===== src/rtl/qpps_pkg.sv =====
`timescale 1ns / 1ps
// shared types, constants and helpers for the quadrature pd position servo
// no dependencies; used by the interfaces, controller, datapath and top level
package qpps_pkg;

  // default fraction bits of the filtered velocity
  localparam int VEL_FRAC_BITS_DEF = 16;

  // datapath widths
  localparam int POS_W   = 32;
  localparam int VF_W    = 48;
  localparam int VF_LO_W = 24;
  localparam int ERR_W   = 34;
  localparam int MA_W    = 35;
  localparam int MB_W    = 18;
  localparam int PROD_W  = MA_W + MB_W;
  localparam int ACC_W   = 66;
  localparam int DRV_W   = 9;
  localparam int FILT_SHIFT = 16;
  localparam int RND_SHIFT  = 8;

  // filter coefficients, 0.8 and 0.2 in Q.16
  localparam logic signed [MB_W-1:0] FILT_KEEP = 18'sd52429;
  localparam logic signed [MB_W-1:0] FILT_NEW  = 18'sd13107;

  // configuration register indexes
  localparam int CFG_IDX_W = 3;
  localparam int CFG_DAT_W = 16;
  typedef enum logic [CFG_IDX_W-1:0] {
    CFG_KP       = 3'd0,
    CFG_KD       = 3'd1,
    CFG_DRV_MAX  = 3'd2,
    CFG_DRV_MIN  = 3'd3,
    CFG_STOP     = 3'd4,
    CFG_BACKLASH = 3'd5
  } cfg_idx_t;

  // request codes of an input beat
  typedef enum logic [1:0] {
    REQ_ENC    = 2'd0,
    REQ_TICK   = 2'd1,
    REQ_TARGET = 2'd2,
    REQ_ZERO   = 2'd3
  } req_t;

  // multiply/accumulate steps of a control tick
  typedef enum logic [2:0] {
    STEP_VF_LO = 3'd0,
    STEP_VF_HI = 3'd1,
    STEP_DELTA = 3'd2,
    STEP_KD_LO = 3'd3,
    STEP_KD_HI = 3'd4,
    STEP_KP    = 3'd5
  } step_t;

  // controller to datapath commands
  typedef struct packed {
    logic  take;
    logic  load;
    logic  mul;
    logic  acc;
    logic  absv;
    logic  fin;
    step_t step;
  } cmd_t;

  // datapath to controller status
  typedef struct packed {
    logic goal_valid;
  } status_t;

  // x4 quadrature step from {previous pins, current pins}
  function automatic logic signed [1:0] quad_step(input logic [3:0] idx);
    logic signed [1:0] s;
    case (idx)
      4'd1, 4'd7, 4'd8, 4'd14: s = 2'sd1;
      4'd2, 4'd4, 4'd11, 4'd13: s = -2'sd1;
      default: s = 2'sd0;
    endcase
    return s;
  endfunction

endpackage


===== src/rtl/qpps_if.sv =====
`timescale 1ns / 1ps
// valid/ready channel interfaces for request beats and result beats
// depends on qpps_pkg for field widths
interface qpps_req_if;
  logic                              valid;
  logic                              ready;
  logic [1:0]                        req_type;
  logic [1:0]                        enc_ab;
  logic signed [qpps_pkg::POS_W-1:0] target_pos;

  modport source (output valid, req_type, enc_ab, target_pos, input ready);
  modport sink (input valid, req_type, enc_ab, target_pos, output ready);
endinterface

interface qpps_rsp_if;
  logic                              valid;
  logic                              ready;
  logic signed [qpps_pkg::POS_W-1:0] position;
  logic signed [qpps_pkg::DRV_W-1:0] drive;
  logic                              dir_fwd;
  logic                              dir_rev;
  logic [7:0]                        duty;
  logic                              at_target;
  logic                              target_valid;

  modport source (output valid, position, drive, dir_fwd, dir_rev, duty, at_target,
                  target_valid, input ready);
  modport sink (input valid, position, drive, dir_fwd, dir_rev, duty, at_target,
                target_valid, output ready);
endinterface


===== src/rtl/quadrature_pd_position_servo.sv =====
`timescale 1ns / 1ps
// encoder, set target, zero and ticks without a target: result registered at accept,
// one beat per cycle while results are taken
// tick with a target: result after six passes of the shared 35x18 multiplier
// (multiply then accumulate) plus magnitude and rounding stages
// reset clears position, filter and loop state and loads register defaults at once
module quadrature_pd_position_servo #(
  parameter int VEL_FRAC_BITS = qpps_pkg::VEL_FRAC_BITS_DEF
) (
  input  logic                            clk,
  input  logic                            rst,
  input  logic                            cfg_we,
  input  logic [qpps_pkg::CFG_IDX_W-1:0]  cfg_index,
  input  logic [qpps_pkg::CFG_DAT_W-1:0]  cfg_data,
  qpps_req_if.sink                        item,
  qpps_rsp_if.source                      result
);

  qpps_pkg::cmd_t    cmd;
  qpps_pkg::status_t status;
  logic [qpps_pkg::DRV_W-1:0] drive_mag;

  // sequencing and handshake
  qpps_ctrl u_ctrl (
    .clk       (clk),
    .rst       (rst),
    .in_valid  (item.valid),
    .in_req    (item.req_type),
    .in_ready  (item.ready),
    .out_valid (result.valid),
    .out_ready (result.ready),
    .status    (status),
    .cmd       (cmd)
  );

  // arithmetic and state
  qpps_dpath #(
    .VEL_FRAC_BITS (VEL_FRAC_BITS)
  ) u_dpath (
    .clk              (clk),
    .rst              (rst),
    .cfg_we           (cfg_we),
    .cfg_index        (cfg_index),
    .cfg_data         (cfg_data),
    .in_req           (item.req_type),
    .in_enc_ab        (item.enc_ab),
    .in_target_pos    (item.target_pos),
    .cmd              (cmd),
    .status           (status),
    .out_position     (result.position),
    .out_drive        (result.drive),
    .out_at_target    (result.at_target),
    .out_target_valid (result.target_valid)
  );

  // bridge direction and duty from the registered drive
  assign drive_mag      = result.drive[qpps_pkg::DRV_W-1] ? -result.drive : result.drive;
  assign result.duty    = drive_mag[7:0];
  assign result.dir_fwd = !result.drive[qpps_pkg::DRV_W-1] && (result.drive != '0);
  assign result.dir_rev = result.drive[qpps_pkg::DRV_W-1];

endmodule


===== src/rtl/qpps_ctrl.sv =====
`timescale 1ns / 1ps
// servo controller: handshake, tick sequencing and result valid
// depends on qpps_pkg for command/status structs and codes
module qpps_ctrl (
  input  logic                clk,
  input  logic                rst,
  input  logic                in_valid,
  input  logic [1:0]          in_req,
  output logic                in_ready,
  output logic                out_valid,
  input  logic                out_ready,
  input  qpps_pkg::status_t   status,
  output qpps_pkg::cmd_t      cmd
);

  typedef enum logic [4:0] {
    S_IDLE = 5'b00001,
    S_MUL  = 5'b00010,
    S_ACC  = 5'b00100,
    S_ABS  = 5'b01000,
    S_FIN  = 5'b10000
  } state_t;

  state_t              state, state_next;
  qpps_pkg::step_t     step, step_next;
  logic                out_valid_next;
  logic                slot_free, take, long_tick, fin;

  // handshake decode
  assign slot_free = !out_valid || out_ready;
  assign in_ready  = (state == S_IDLE) && slot_free;
  assign take      = in_valid && in_ready;
  assign long_tick = take && (qpps_pkg::req_t'(in_req) == qpps_pkg::REQ_TICK) &&
                     status.goal_valid;
  assign fin       = (state == S_FIN) && slot_free;

  // commands to the datapath
  always_comb begin
    cmd.take = take;
    cmd.load = (take && !long_tick) || fin;
    cmd.mul  = (state == S_MUL);
    cmd.acc  = (state == S_ACC);
    cmd.absv = (state == S_ABS);
    cmd.fin  = fin;
    cmd.step = step;
  end

  // sequencer
  always_comb begin
    state_next = state;
    step_next  = step;
    case (state)
      S_IDLE: begin
        if (long_tick) begin
          state_next = S_MUL;
          step_next  = qpps_pkg::STEP_VF_LO;
        end
      end
      S_MUL: state_next = S_ACC;
      S_ACC: begin
        if (step == qpps_pkg::STEP_KP) begin
          state_next = S_ABS;
        end else begin
          state_next = S_MUL;
          step_next  = qpps_pkg::step_t'(step + 3'd1);
        end
      end
      S_ABS: state_next = S_FIN;
      S_FIN: begin
        if (slot_free) state_next = S_IDLE;
      end
      default: state_next = S_IDLE;
    endcase
  end

  // result valid
  always_comb begin
    out_valid_next = out_valid;
    if (cmd.load) out_valid_next = 1'b1;
    else if (out_ready) out_valid_next = 1'b0;
  end

  always_ff @(posedge clk) begin
    if (rst) begin
      state     <= S_IDLE;
      step      <= qpps_pkg::STEP_VF_LO;
      out_valid <= 1'b0;
    end else begin
      state     <= state_next;
      step      <= step_next;
      out_valid <= out_valid_next;
    end
  end

  // checks
  a_step_range: assert property (@(posedge clk) disable iff (rst)
    (state == S_MUL || state == S_ACC) |-> (step <= qpps_pkg::STEP_KP))
    else $error("tick step out of range");

  a_abs_to_fin: assert property (@(posedge clk) disable iff (rst)
    (state == S_ABS) |=> (state == S_FIN))
    else $error("rounding did not follow magnitude stage");

  a_load_valid: assert property (@(posedge clk) disable iff (rst)
    cmd.load |=> out_valid)
    else $error("result loaded without valid");

  a_fin_hold: assert property (@(posedge clk) disable iff (rst)
    (state == S_FIN && out_valid && !out_ready) |=> (state == S_FIN))
    else $error("tick finished while result slot busy");

endmodule


===== src/rtl/qpps_dpath.sv =====
`timescale 1ns / 1ps
// servo datapath: config registers, position counter, velocity filter, pd drive
// depends on qpps_pkg; steered by qpps_ctrl through cmd_t
module qpps_dpath #(
  parameter int VEL_FRAC_BITS = qpps_pkg::VEL_FRAC_BITS_DEF
) (
  input  logic                                   clk,
  input  logic                                   rst,
  input  logic                                   cfg_we,
  input  logic [qpps_pkg::CFG_IDX_W-1:0]         cfg_index,
  input  logic [qpps_pkg::CFG_DAT_W-1:0]         cfg_data,
  input  logic [1:0]                             in_req,
  input  logic [1:0]                             in_enc_ab,
  input  logic signed [qpps_pkg::POS_W-1:0]      in_target_pos,
  input  qpps_pkg::cmd_t                         cmd,
  output qpps_pkg::status_t                      status,
  output logic signed [qpps_pkg::POS_W-1:0]      out_position,
  output logic signed [qpps_pkg::DRV_W-1:0]      out_drive,
  output logic                                   out_at_target,
  output logic                                   out_target_valid
);

  localparam int POS_W  = qpps_pkg::POS_W;
  localparam int VF_W   = qpps_pkg::VF_W;
  localparam int LO_W   = qpps_pkg::VF_LO_W;
  localparam int ERR_W  = qpps_pkg::ERR_W;
  localparam int MA_W   = qpps_pkg::MA_W;
  localparam int MB_W   = qpps_pkg::MB_W;
  localparam int PROD_W = qpps_pkg::PROD_W;
  localparam int ACC_W  = qpps_pkg::ACC_W;
  localparam int DRV_W  = qpps_pkg::DRV_W;
  localparam int RND_W  = ACC_W - qpps_pkg::RND_SHIFT;
  // velocity clamp so the filter state stays within its width
  localparam logic signed [63:0] DELTA_LIM = (64'sd1 <<< (47 - VEL_FRAC_BITS)) - 64'sd1;

  // configuration
  logic [15:0]       kp_gain, kd_gain, stop_band;
  logic [7:0]        drive_max, drive_min;
  logic signed [7:0] backlash_offset;

  // servo state
  logic [POS_W-1:0]         pos_count, pos_next;
  logic [1:0]               prev_pins, prev_next;
  logic                     pins_seeded, seeded_next;
  logic [POS_W-1:0]         last_tick_pos, last_next;
  logic signed [VF_W-1:0]   vel_filtered;
  logic [POS_W-1:0]         goal_pos, goal_next;
  logic                     goal_valid, gv_next;
  logic signed [DRV_W-1:0]  drive_now, drive_next;
  logic                     settled, settled_next;

  // tick working registers
  logic signed [POS_W-1:0]  delta_r;
  logic signed [ERR_W-1:0]  err_r;
  logic                     band;
  logic signed [PROD_W-1:0] prod;
  logic signed [ACC_W-1:0]  acc;
  logic [ACC_W-1:0]         absu;
  logic                     neg;

  // combinational helpers
  logic signed [1:0]        qstep;
  logic signed [63:0]       d64;
  logic signed [POS_W-1:0]  delta_c;
  logic signed [ERR_W-1:0]  err_raw, err_c;
  logic [ERR_W-1:0]         err_abs;
  logic signed [MA_W-1:0]   mul_a;
  logic signed [MB_W-1:0]   mul_b;
  logic signed [ACC_W-1:0]  filt_sum;
  logic [ACC_W-1:0]         rnd_sum;
  logic [RND_W-1:0]         rnd;
  logic [7:0]               mag;
  logic signed [DRV_W-1:0]  fin_drive;

  assign status.goal_valid = goal_valid;

  // configuration writes
  always_ff @(posedge clk) begin
    if (rst) begin
      kp_gain         <= 16'd90;
      kd_gain         <= 16'd0;
      drive_max       <= 8'd200;
      drive_min       <= 8'd35;
      stop_band       <= 16'd5;
      backlash_offset <= -8'sd5;
    end else if (cfg_we) begin
      case (qpps_pkg::cfg_idx_t'(cfg_index))
        qpps_pkg::CFG_KP:       kp_gain         <= cfg_data;
        qpps_pkg::CFG_KD:       kd_gain         <= cfg_data;
        qpps_pkg::CFG_DRV_MAX:  drive_max       <= cfg_data[7:0];
        qpps_pkg::CFG_DRV_MIN:  drive_min       <= cfg_data[7:0];
        qpps_pkg::CFG_STOP:     stop_band       <= cfg_data;
        qpps_pkg::CFG_BACKLASH: backlash_offset <= signed'(cfg_data[7:0]);
        default: ;
      endcase
    end
  end

  // velocity since last tick, clamped
  always_comb begin
    d64 = 64'(signed'(pos_count - last_tick_pos));
    if (d64 > DELTA_LIM) delta_c = DELTA_LIM[POS_W-1:0];
    else if (d64 < -DELTA_LIM) delta_c = -DELTA_LIM[POS_W-1:0];
    else delta_c = d64[POS_W-1:0];
  end

  // position error with backlash compensation
  always_comb begin
    err_raw = ERR_W'(signed'(goal_pos)) - ERR_W'(signed'(pos_count));
    err_c   = err_raw;
    if (err_raw < 0) err_c = err_raw - ERR_W'(backlash_offset);
  end

  // next state for a request beat or the end of a tick
  always_comb begin
    qstep        = qpps_pkg::quad_step({prev_pins, in_enc_ab});
    pos_next     = pos_count;
    prev_next    = prev_pins;
    seeded_next  = pins_seeded;
    last_next    = last_tick_pos;
    goal_next    = goal_pos;
    gv_next      = goal_valid;
    drive_next   = drive_now;
    settled_next = settled;
    if (cmd.fin) begin
      drive_next   = fin_drive;
      settled_next = band;
    end else begin
      case (qpps_pkg::req_t'(in_req))
        qpps_pkg::REQ_ENC: begin
          if (pins_seeded) pos_next = pos_count + POS_W'(qstep);
          seeded_next = 1'b1;
          prev_next   = in_enc_ab;
        end
        qpps_pkg::REQ_TICK: begin
          last_next = pos_count;
          if (!goal_valid) begin
            drive_next   = '0;
            settled_next = 1'b0;
          end
        end
        qpps_pkg::REQ_TARGET: begin
          goal_next = in_target_pos;
          gv_next   = 1'b1;
        end
        qpps_pkg::REQ_ZERO: begin
          pos_next     = '0;
          goal_next    = '0;
          gv_next      = 1'b0;
          drive_next   = '0;
          settled_next = 1'b0;
        end
        default: ;
      endcase
    end
  end

  // servo state registers
  always_ff @(posedge clk) begin
    if (rst) begin
      pos_count     <= '0;
      prev_pins     <= '0;
      pins_seeded   <= 1'b0;
      last_tick_pos <= '0;
      goal_pos      <= '0;
      goal_valid    <= 1'b0;
      drive_now     <= '0;
      settled       <= 1'b0;
    end else if (cmd.take || cmd.fin) begin
      pos_count     <= pos_next;
      prev_pins     <= prev_next;
      pins_seeded   <= seeded_next;
      last_tick_pos <= last_next;
      goal_pos      <= goal_next;
      goal_valid    <= gv_next;
      drive_now     <= drive_next;
      settled       <= settled_next;
    end
  end

  // result register
  always_ff @(posedge clk) begin
    if (cmd.load) begin
      out_position     <= pos_next;
      out_drive        <= drive_next;
      out_at_target    <= settled_next;
      out_target_valid <= gv_next;
    end
  end

  // tick operands captured at accept, stop band check while the tick runs
  always_ff @(posedge clk) begin
    if (cmd.take) begin
      delta_r <= delta_c;
      err_r   <= err_c;
    end
    band    <= (err_abs <= ERR_W'(stop_band));
  end

  // stop band magnitude
  always_comb err_abs = err_r[ERR_W-1] ? ERR_W'(-err_r) : ERR_W'(err_r);

  // shared multiplier operand select
  always_comb begin
    case (cmd.step)
      qpps_pkg::STEP_VF_LO: begin
        mul_a = {{(MA_W-LO_W){1'b0}}, vel_filtered[LO_W-1:0]};
        mul_b = qpps_pkg::FILT_KEEP;
      end
      qpps_pkg::STEP_VF_HI: begin
        mul_a = MA_W'(signed'(vel_filtered[VF_W-1:LO_W]));
        mul_b = qpps_pkg::FILT_KEEP;
      end
      qpps_pkg::STEP_DELTA: begin
        mul_a = MA_W'(delta_r);
        mul_b = qpps_pkg::FILT_NEW;
      end
      qpps_pkg::STEP_KD_LO: begin
        mul_a = {{(MA_W-LO_W){1'b0}}, vel_filtered[LO_W-1:0]};
        mul_b = signed'({2'b00, kd_gain});
      end
      qpps_pkg::STEP_KD_HI: begin
        mul_a = MA_W'(signed'(vel_filtered[VF_W-1:LO_W]));
        mul_b = signed'({2'b00, kd_gain});
      end
      qpps_pkg::STEP_KP: begin
        mul_a = MA_W'(err_r);
        mul_b = signed'({2'b00, kp_gain});
      end
      default: begin
        mul_a = '0;
        mul_b = '0;
      end
    endcase
  end

  assign filt_sum = acc + (ACC_W'(prod) <<< VEL_FRAC_BITS);

  // multiply and accumulate
  always_ff @(posedge clk) begin
    if (rst) begin
      vel_filtered <= '0;
    end else if (cmd.acc && cmd.step == qpps_pkg::STEP_DELTA) begin
      vel_filtered <= filt_sum[qpps_pkg::FILT_SHIFT +: VF_W];
    end
    if (cmd.mul) prod <= mul_a * mul_b;
    if (cmd.acc) begin
      case (cmd.step)
        qpps_pkg::STEP_VF_LO, qpps_pkg::STEP_KD_LO: acc <= ACC_W'(prod);
        qpps_pkg::STEP_VF_HI, qpps_pkg::STEP_KD_HI:
          acc <= acc + (ACC_W'(prod) <<< LO_W);
        qpps_pkg::STEP_DELTA: acc <= filt_sum;
        qpps_pkg::STEP_KP: acc <= ACC_W'(prod) - (acc >>> VEL_FRAC_BITS);
        default: acc <= acc;
      endcase
    end
    if (cmd.absv) begin
      neg  <= acc[ACC_W-1];
      absu <= acc[ACC_W-1] ? ACC_W'(-acc) : ACC_W'(acc);
    end
  end

  // round half away from zero, clamp, raise to minimum, zero inside the stop band
  always_comb begin
    rnd_sum = absu + ACC_W'(128);
    rnd     = rnd_sum[ACC_W-1:qpps_pkg::RND_SHIFT];
    if (rnd > RND_W'(drive_max)) mag = drive_max;
    else mag = rnd[7:0];
    if (mag != 8'd0 && mag < drive_min) mag = drive_min;
    if (band) fin_drive = '0;
    else if (neg) fin_drive = DRV_W'(0) - DRV_W'({1'b0, mag});
    else fin_drive = DRV_W'({1'b0, mag});
  end

endmodule

===== src/flat_wrapper.sv =====
// flat-port wrapper written by rule: the top's interface ports become plain ports
module quadrature_pd_position_servo_flat 
#(
  parameter int VEL_FRAC_BITS = qpps_pkg::VEL_FRAC_BITS_DEF
)
  (clk, rst, cfg_we, cfg_index, cfg_data, item_valid, item_req_type, item_enc_ab, item_target_pos, item_ready, result_valid, result_position, result_drive, result_dir_fwd, result_dir_rev, result_duty, result_at_target, result_target_valid, result_ready);
  qpps_req_if item_i ();
  qpps_rsp_if result_i ();
  input  logic clk;
  input  logic rst;
  input  logic cfg_we;
  input  logic [qpps_pkg::CFG_IDX_W-1:0] cfg_index;
  input  logic [qpps_pkg::CFG_DAT_W-1:0] cfg_data;
  input wire logic [$bits(item_i.valid)-1:0] item_valid;
  input wire logic [$bits(item_i.req_type)-1:0] item_req_type;
  input wire logic [$bits(item_i.enc_ab)-1:0] item_enc_ab;
  input wire logic [$bits(item_i.target_pos)-1:0] item_target_pos;
  output wire logic [$bits(item_i.ready)-1:0] item_ready;
  output wire logic [$bits(result_i.valid)-1:0] result_valid;
  output wire logic [$bits(result_i.position)-1:0] result_position;
  output wire logic [$bits(result_i.drive)-1:0] result_drive;
  output wire logic [$bits(result_i.dir_fwd)-1:0] result_dir_fwd;
  output wire logic [$bits(result_i.dir_rev)-1:0] result_dir_rev;
  output wire logic [$bits(result_i.duty)-1:0] result_duty;
  output wire logic [$bits(result_i.at_target)-1:0] result_at_target;
  output wire logic [$bits(result_i.target_valid)-1:0] result_target_valid;
  input wire logic [$bits(result_i.ready)-1:0] result_ready;
  assign item_i.valid = item_valid;
  assign item_i.req_type = item_req_type;
  assign item_i.enc_ab = item_enc_ab;
  assign item_i.target_pos = item_target_pos;
  assign item_ready = item_i.ready;
  assign result_valid = result_i.valid;
  assign result_position = result_i.position;
  assign result_drive = result_i.drive;
  assign result_dir_fwd = result_i.dir_fwd;
  assign result_dir_rev = result_i.dir_rev;
  assign result_duty = result_i.duty;
  assign result_at_target = result_i.at_target;
  assign result_target_valid = result_i.target_valid;
  assign result_i.ready = result_ready;
  quadrature_pd_position_servo #(.VEL_FRAC_BITS(VEL_FRAC_BITS)) u_core (.clk(clk), .rst(rst), .cfg_we(cfg_we), .cfg_index(cfg_index), .cfg_data(cfg_data), .item(item_i), .result(result_i));
endmodule

===== config.mk =====
export PLATFORM = sky130hd
export DESIGN_NAME = quadrature_pd_position_servo_flat
export DESIGN_NICKNAME = d
export VERILOG_FILES = /design/src/rtl/qpps_pkg.sv /design/src/rtl/qpps_if.sv /design/src/rtl/quadrature_pd_position_servo.sv /design/src/rtl/qpps_ctrl.sv /design/src/rtl/qpps_dpath.sv /design/src/flat_wrapper.sv
export SDC_FILE = /design/constraint.sdc
export NUM_CORES = 2
export LEC_CHECK = 0
export BUFFER_PORTS_ARGS = -buffer_cell sky130_fd_sc_hd__clkbuf_2
export CORE_MARGIN = 3
export CORE_UTILIZATION = 55
export DETAILED_ROUTE_END_ITERATION = 7
export GPL_TIMING_DRIVEN = 0
export PLACE_DENSITY_LB_ADDON = 0.08
export REMOVE_ABC_BUFFERS = 1
export SLEW_MARGIN = 20
export SYNTH_ARGS = -nofsm -noshare
export SYNTH_HDL_FRONTEND = slang
export SYNTH_SLANG_ARGS = --single-unit

===== constraint.sdc =====
create_clock -name clk -period 15 [get_ports clk]
set_input_delay 1.5 -clock clk [delete_from_list [all_inputs] [get_ports clk]]
set_output_delay 1.5 -clock clk [all_outputs]
set_load 0.005 [all_outputs]

Word level (Yosys, flattened, before mapping). Memory sizes are Yosys's and may differ from the RTL's. Cells that the tools add are included.

Eq/ne operators: 21. Bitwise gates (word level): 1. Order comparisons: 6. Multiply operators: 1. $add $sub $neg: 13. Mux-type cells: 33. Reductions and logical operators: 41.

Operators by type and width (number): case mux 66 bit (4 select lines) (1); case mux 35 bit (4 select lines) (1); adder 66 bit (2); case mux 32 bit (2 select lines) (2); 2-to-1 mux 32 bit (3); 2-to-1 mux 34 bit (2); adder 66 x 8 -> 66 bit, second input constant (1); negator 66 bit (1); 2-to-1 mux 65 bit (1); case mux 16 bit (4 select lines) (1); greater-than comparator 58 x 8 -> 1 bit (1); subtractor 53 x 50 -> 54 bit (1); multiplier 35 x 17 -> 52 bit (1); 2-to-1 mux 9 bit (4); less-or-equal comparator 34 x 16 -> 1 bit (1); negator 34 bit (1); subtractor 33 x 8 -> 34 bit (1); less-than comparator 33 x 1 -> 1 bit, second input constant (1); subtractor 32 x 32 -> 33 bit (1); adder 32 bit (1); greater-than comparator 32 bit, second input constant (1); less-than comparator 32 bit, second input constant (1); subtractor 32 bit (1); case mux 5 bit (5 select lines) (1); 36 further kinds (84).

Register bits: 535. Input bits: 60. Word-level logic and storage cells: 148. Bits in read-only memories: 32. Memories: 1. Output and inout port bits: 55.

Memory list: (name not given) (depth 16, width 2, read ports 1, clocked after memory_dff 0, wr ports 0, RTL line qpps_pkg.sv:75) `case (idx)`.

Depth between registers and ports, before layout.
Depth after elaboration: 10. Mapped depth: 36. Depth with buffers taken out: 33.

By module. Synthesis repeated with hierarchy kept, for this count alone.

Cells, all modules: 6797. Area, all modules: 57254.9 µm².

Modules (own cells, without submodules): qpps_dpath (sequential area each 13242.7 µm², cells an instance 6701, times used 1, area an instance 56489.2 µm²); qpps_ctrl (sequential area each 180.2 µm², cells an instance 71, times used 1, area an instance 573.0 µm²); quadrature_pd_position_servo (sequential area each 0.0 µm², cells an instance 25, times used 1, area an instance 192.7 µm²).

Worst setup path after synthesis. OpenSTA, ideal clock, no wires.

Path type: reg2reg. Start: register u_core.u_ctrl.step[2]. End: register u_core.u_dpath.prod[49], data pin. Library setup time: 0.258 ns. Period minus slack after synthesis: 8.711 ns. Arrival: 8.453 ns. Required time: 14.742 ns. Cell stages (with the launch flop): 34. Setup slack: 6.289 ns. Path buffers: 3. Path through: dfxtp_1 > clkbuf_1 > inv_1 > ha_1 > a21o_1 > clkbuf_1 > clkbuf_1 > a221oi_1 > nor2_1 > fa_1 > inv_1 > fa_1 > inv_1 > fa_1 > fa_1 > fa_1 > inv_1 > fa_1 > inv_1 > ha_1 > nand3_1 > nand2_1 > a21oi_1 > o21bai_1 > a21o_1 > a211oi_1 > o31ai_1 > a41o_1 > or4_1 > a31o_2 > and3_1 > o21ai_0 > nor2b_1 > xnor2_1.

Longest elaborated chain between the ends: 4. Elaborated cells on any way between the ends: 13. Classes of those cells: 1 x mul; 5 x eq/ne; 2 x mux; 5 x reduce/logical.

Ends and longest elaborated chain: start: declaration (RTL line qpps_ctrl.sv:25) `qpps_pkg::step_t step, step_next;`; start signal: assignment (RTL line qpps_ctrl.sv:86) `step <= qpps_pkg::STEP_VF_LO;`; start signal: assignment (RTL line qpps_ctrl.sv:90) `step <= step_next;`; == test 3 x 1 -> 1 bit (tied with other cells) (RTL line qpps_dpath.sv:205) `case (cmd.step)`; OR reduction 2 bit (no source line); case mux 35 bit (4 select lines) or case mux 16 bit (4 select lines) (tied branches) (RTL line qpps_dpath.sv:205); multiplier 35 x 17 -> 52 bit * (RTL line qpps_dpath.sv:246) `if (cmd.mul) prod <= mul_a * mul_b;`; end signal: assignment (RTL line qpps_dpath.sv:246); end: declaration (RTL line qpps_dpath.sv:56) `logic signed [PROD_W-1:0] prod;`.

Every way passes the cells marked *; elsewhere a longest branch is shown, timed or not. A chain may end at the register's enable or synchronous reset.

Final worst setup path.
Start: register u_core.u_ctrl.step[1]. End: register u_core.u_dpath.prod[51], data pin.

The elaborated chain is that of the path after synthesis.

==> results_dict.tcl <==
set metrics [dict create \
    leakage_nw 27.13 \
    core_area_sq_um 102000 \
    finalMaxSlewViolations 0 \
    final_util_pct 60.18 \
    num_vias 47495 \
    finalHoldViolations 0 \
    yosys_warnings 0 \
    cap_violations 0 \
    cts_sinks 527 \
    ctsLongestPathBuffers 3 \
    crit_required_ps 15420 \
    cts_max_level 2 \
    arrival_ps 11300 \
    syn_avg_cell_area_sq_um 8.544 \
    cp_slowest_stage_delay_ps 610 \
    cts_resized 0 \
    pre_cts_ws_ps 3803 \
    setup_tns_ps 0 \
    power_density_nw_per_um2 96.67 \
    port_buffers 114 \
    worstSetupStartpointType "flop" \
    synth_area_sq_um 56620 \
    hp-class "reg2reg" \
    io_pins 115 \
    start_util_pct 55.49 \
    fin_skew_ps 83.35 \
    cp_max_fo 26 \
    dr.pass1.iters 6 \
    async_flop_share_pct 0 \
    layout_common_cells "nand2_1, inv_1, nor2_1" \
    worst_r2r_endpoint "u_core.u_dpath.prod[51]" \
    die-area_sq_um 106800 \
    layout_commonest_cell "nand2_1" \
    grt_overflow_total 0 \
    synth_cell_type_count 89 \
    routabilityCongestion 0.9882 \
    ant_nets 0 \
    syn_to_final_growth_pct 8.444 \
    die_w_um 326.9 \
    cp-end-kind "flop" \
    final_area_sq_um 61400 \
    critical_path.n_buffers_inverters 12 \
    drive_above_1_share_pct 6.446 \
    slew_headroom_pct 17.60 \
    total_power_mw 5.936 \
    cts-root-buf "clkbuf_16" \
    ys_ff_latch 527 \
    holdPathStages 2 \
    antenna_found_initial 2 \
    drt_wl_total_mm 170.4 \
    crit_family "adder cells" \
    drt_iter0_markers 3766 \
    row_count 117 \
    setup_violations 0 \
    ys.flop_type "edfxtp_1" \
    yosysSeqAreaShare_pct 23.71 \
    nets 7631 \
    grt_pass1_wl_mm 267.5 \
    die_h_um 326.9 \
    dpl_cell_area_sq_um 59350 \
    cts_buffers 60 \
    viasPerCell 5.920 \
    clk_pin_slew_ps 70 \
    track_usage_pct 31.98 \
    clk_latency_ps 720 \
    worstReg2RegStart "u_core.u_ctrl.step[1]" \
    fin_crit_sh_pct 72.55 \
    cts_tree "yes" \
    grt_max_degree 115 \
    ir_worst_vdd_v 0.0001750 \
    crit_top_cell "inv_1" \
    hold_path_end "u_core.u_dpath.last_tick_pos[17]" \
    rsz0062_at_grt "false" \
    dp_hpwl_mm 137.5 \
    synth_edf_count 287 \
    reg2reg_slack_ps 4120 \
    status "completed" \
    cpMaxStageDelayCell "and2_1" \
    postSynthCellCount 6627 \
    max_freq_mhz 91.89 \
    cts_hold_buf 0 \
    critPathKind "reg2reg" \
    route.detailed.drc 0 \
    finalWorstSetupSlack_ps 4118 \
    hp-start "u_core.u_dpath.last_tick_pos[17]" \
    grt_pass1_vias 47020 \
    reg2regPathDepth 34 \
    post-cts-setup-buffers 0 \
    wl_per_cell_um 21.24 \
    period_needed_ps 10880 \
    tightest_slew_ps 1220 \
    num_antenna_cells 0 \
]
worst register-to-register path, delay by kind of cell (launching register included):
family                     cells  cell delay (ps)
buffers and inverters         12             1600
AOI/OAI and AO/OA              9             2470
adders and majority gates      8             4130
DFF                            1              360
and+or+nand+nor                4             1530
xor gates and xnor gates       1              520
layout make-up:
type,instances,area [sq um]
tap,1368,1712
inverter,903,3390
fill,9243,40630
multi-input combinational,4915,39090
clock buffer,85,1780
clock inverter,29,242.7
timing repair buffer,196,1759
sequential,527,13420
flip-flops by register name (all words and copies together), names as in the netlist, 2 cells and up:
register,cells
u_core.u_dpath.out_position,32
u_core.u_dpath.acc,66
u_core.u_dpath.goal_pos,32
u_core.u_dpath.stop_band,16
u_core.u_dpath.prev_pins,2
u_core.u_dpath.kd_gain,16
u_core.u_dpath.err_r,34
u_core.u_dpath.drive_min,8
u_core.u_dpath.out_drive,9
u_core.u_dpath.drive_now,9
u_core.u_dpath.absu,59
u_core.u_dpath.last_tick_pos,32
u_core.u_ctrl.step,3
u_core.u_dpath.prod,52
u_core.u_ctrl.state,5
u_core.u_dpath.kp_gain,16
u_core.u_dpath.backlash_offset,8
u_core.u_dpath.delta_r,32
u_core.u_dpath.vel_filtered,48
u_core.u_dpath.pos_count,32
u_core.u_dpath.drive_max,8
cells by family after synthesis:
| logic type | Yosys count | synth area share (%) |
|---|---|---|
| simple gates | 2104 | 16.69 |
| compound gates | 1402 | 16.36 |
| buf+inv | 1185 | 7.883 |
| fa+ha+maj | 968 | 28.39 |
| flops | 527 | 23.71 |
| xor+xnor | 399 | 6.172 |
| mux | 42 | 0.7977 |
routing by layer:
layer	GRT usage, %	vias to the layer above	routed length [um]
met5	0	-	0
met4	12.87	0	7598
met3	5.182	333	11560
met2	54.13	1624	81430
met1	40.88	23214	69840
li1	-	22324	-
synthesized netlist by cell type, drive strengths merged, types with 51 or more instances:
cell type,count,area (sq um)
dfxtp,240,4805
xnor2,308,2698
nand4,58,362.9
fa,528,10570
inv,903,3390
edfxtp,287,8618
a221oi,52,455.4
a211oi,57,427.9
a221o,51,510.5
ha,440,5505
nor3,89,456.7
clkbuf,265,996.0
o21bai,60,450.4
nand2b,65,406.6
nor2b,53,331.6
a21oi,430,2152
xor2,91,797.0
o21ai,259,1300
nand2,911,3420
a21o,109,818.3
nand3,97,490.5
nor2,581,2181
power by group:
part           switching [mW]  internal (mW)
Combinational            1.44          0.994
Sequential              0.181           1.82
Clock                   0.651          0.851
per-stage QoR:
step	hold slack (ps)	instances
after floorplan	426.0	6345
after global placement	440.5	7827
after detailed placement	445.2	7908
after CTS	452.6	8022
after global routing	467.5	8023
final	452.8	8023
worst max-delay path by stage:
stage / from / to / slack, ps / cells past startpoint
finish: u_core.u_ctrl.step[1] / u_core.u_dpath.prod[51] / 4120 / 34
global route: u_core.u_ctrl.step[1] / u_core.u_dpath.prod[51] / 3540 / 34
CTS: u_core.u_ctrl.step[1] / u_core.u_dpath.prod[51] / 3770 / 32
detailed placement: u_core.u_ctrl.step[1] / u_core.u_dpath.prod[51] / 3800 / 30
global placement: u_core.u_ctrl.step[0] / u_core.u_dpath.prod[50] / -2970 / 27
floorplan: u_core.u_ctrl.step[1] / u_core.u_dpath.prod[49] / 3720 / 31
No activity file was read; power rests on OpenSTA's default activity.
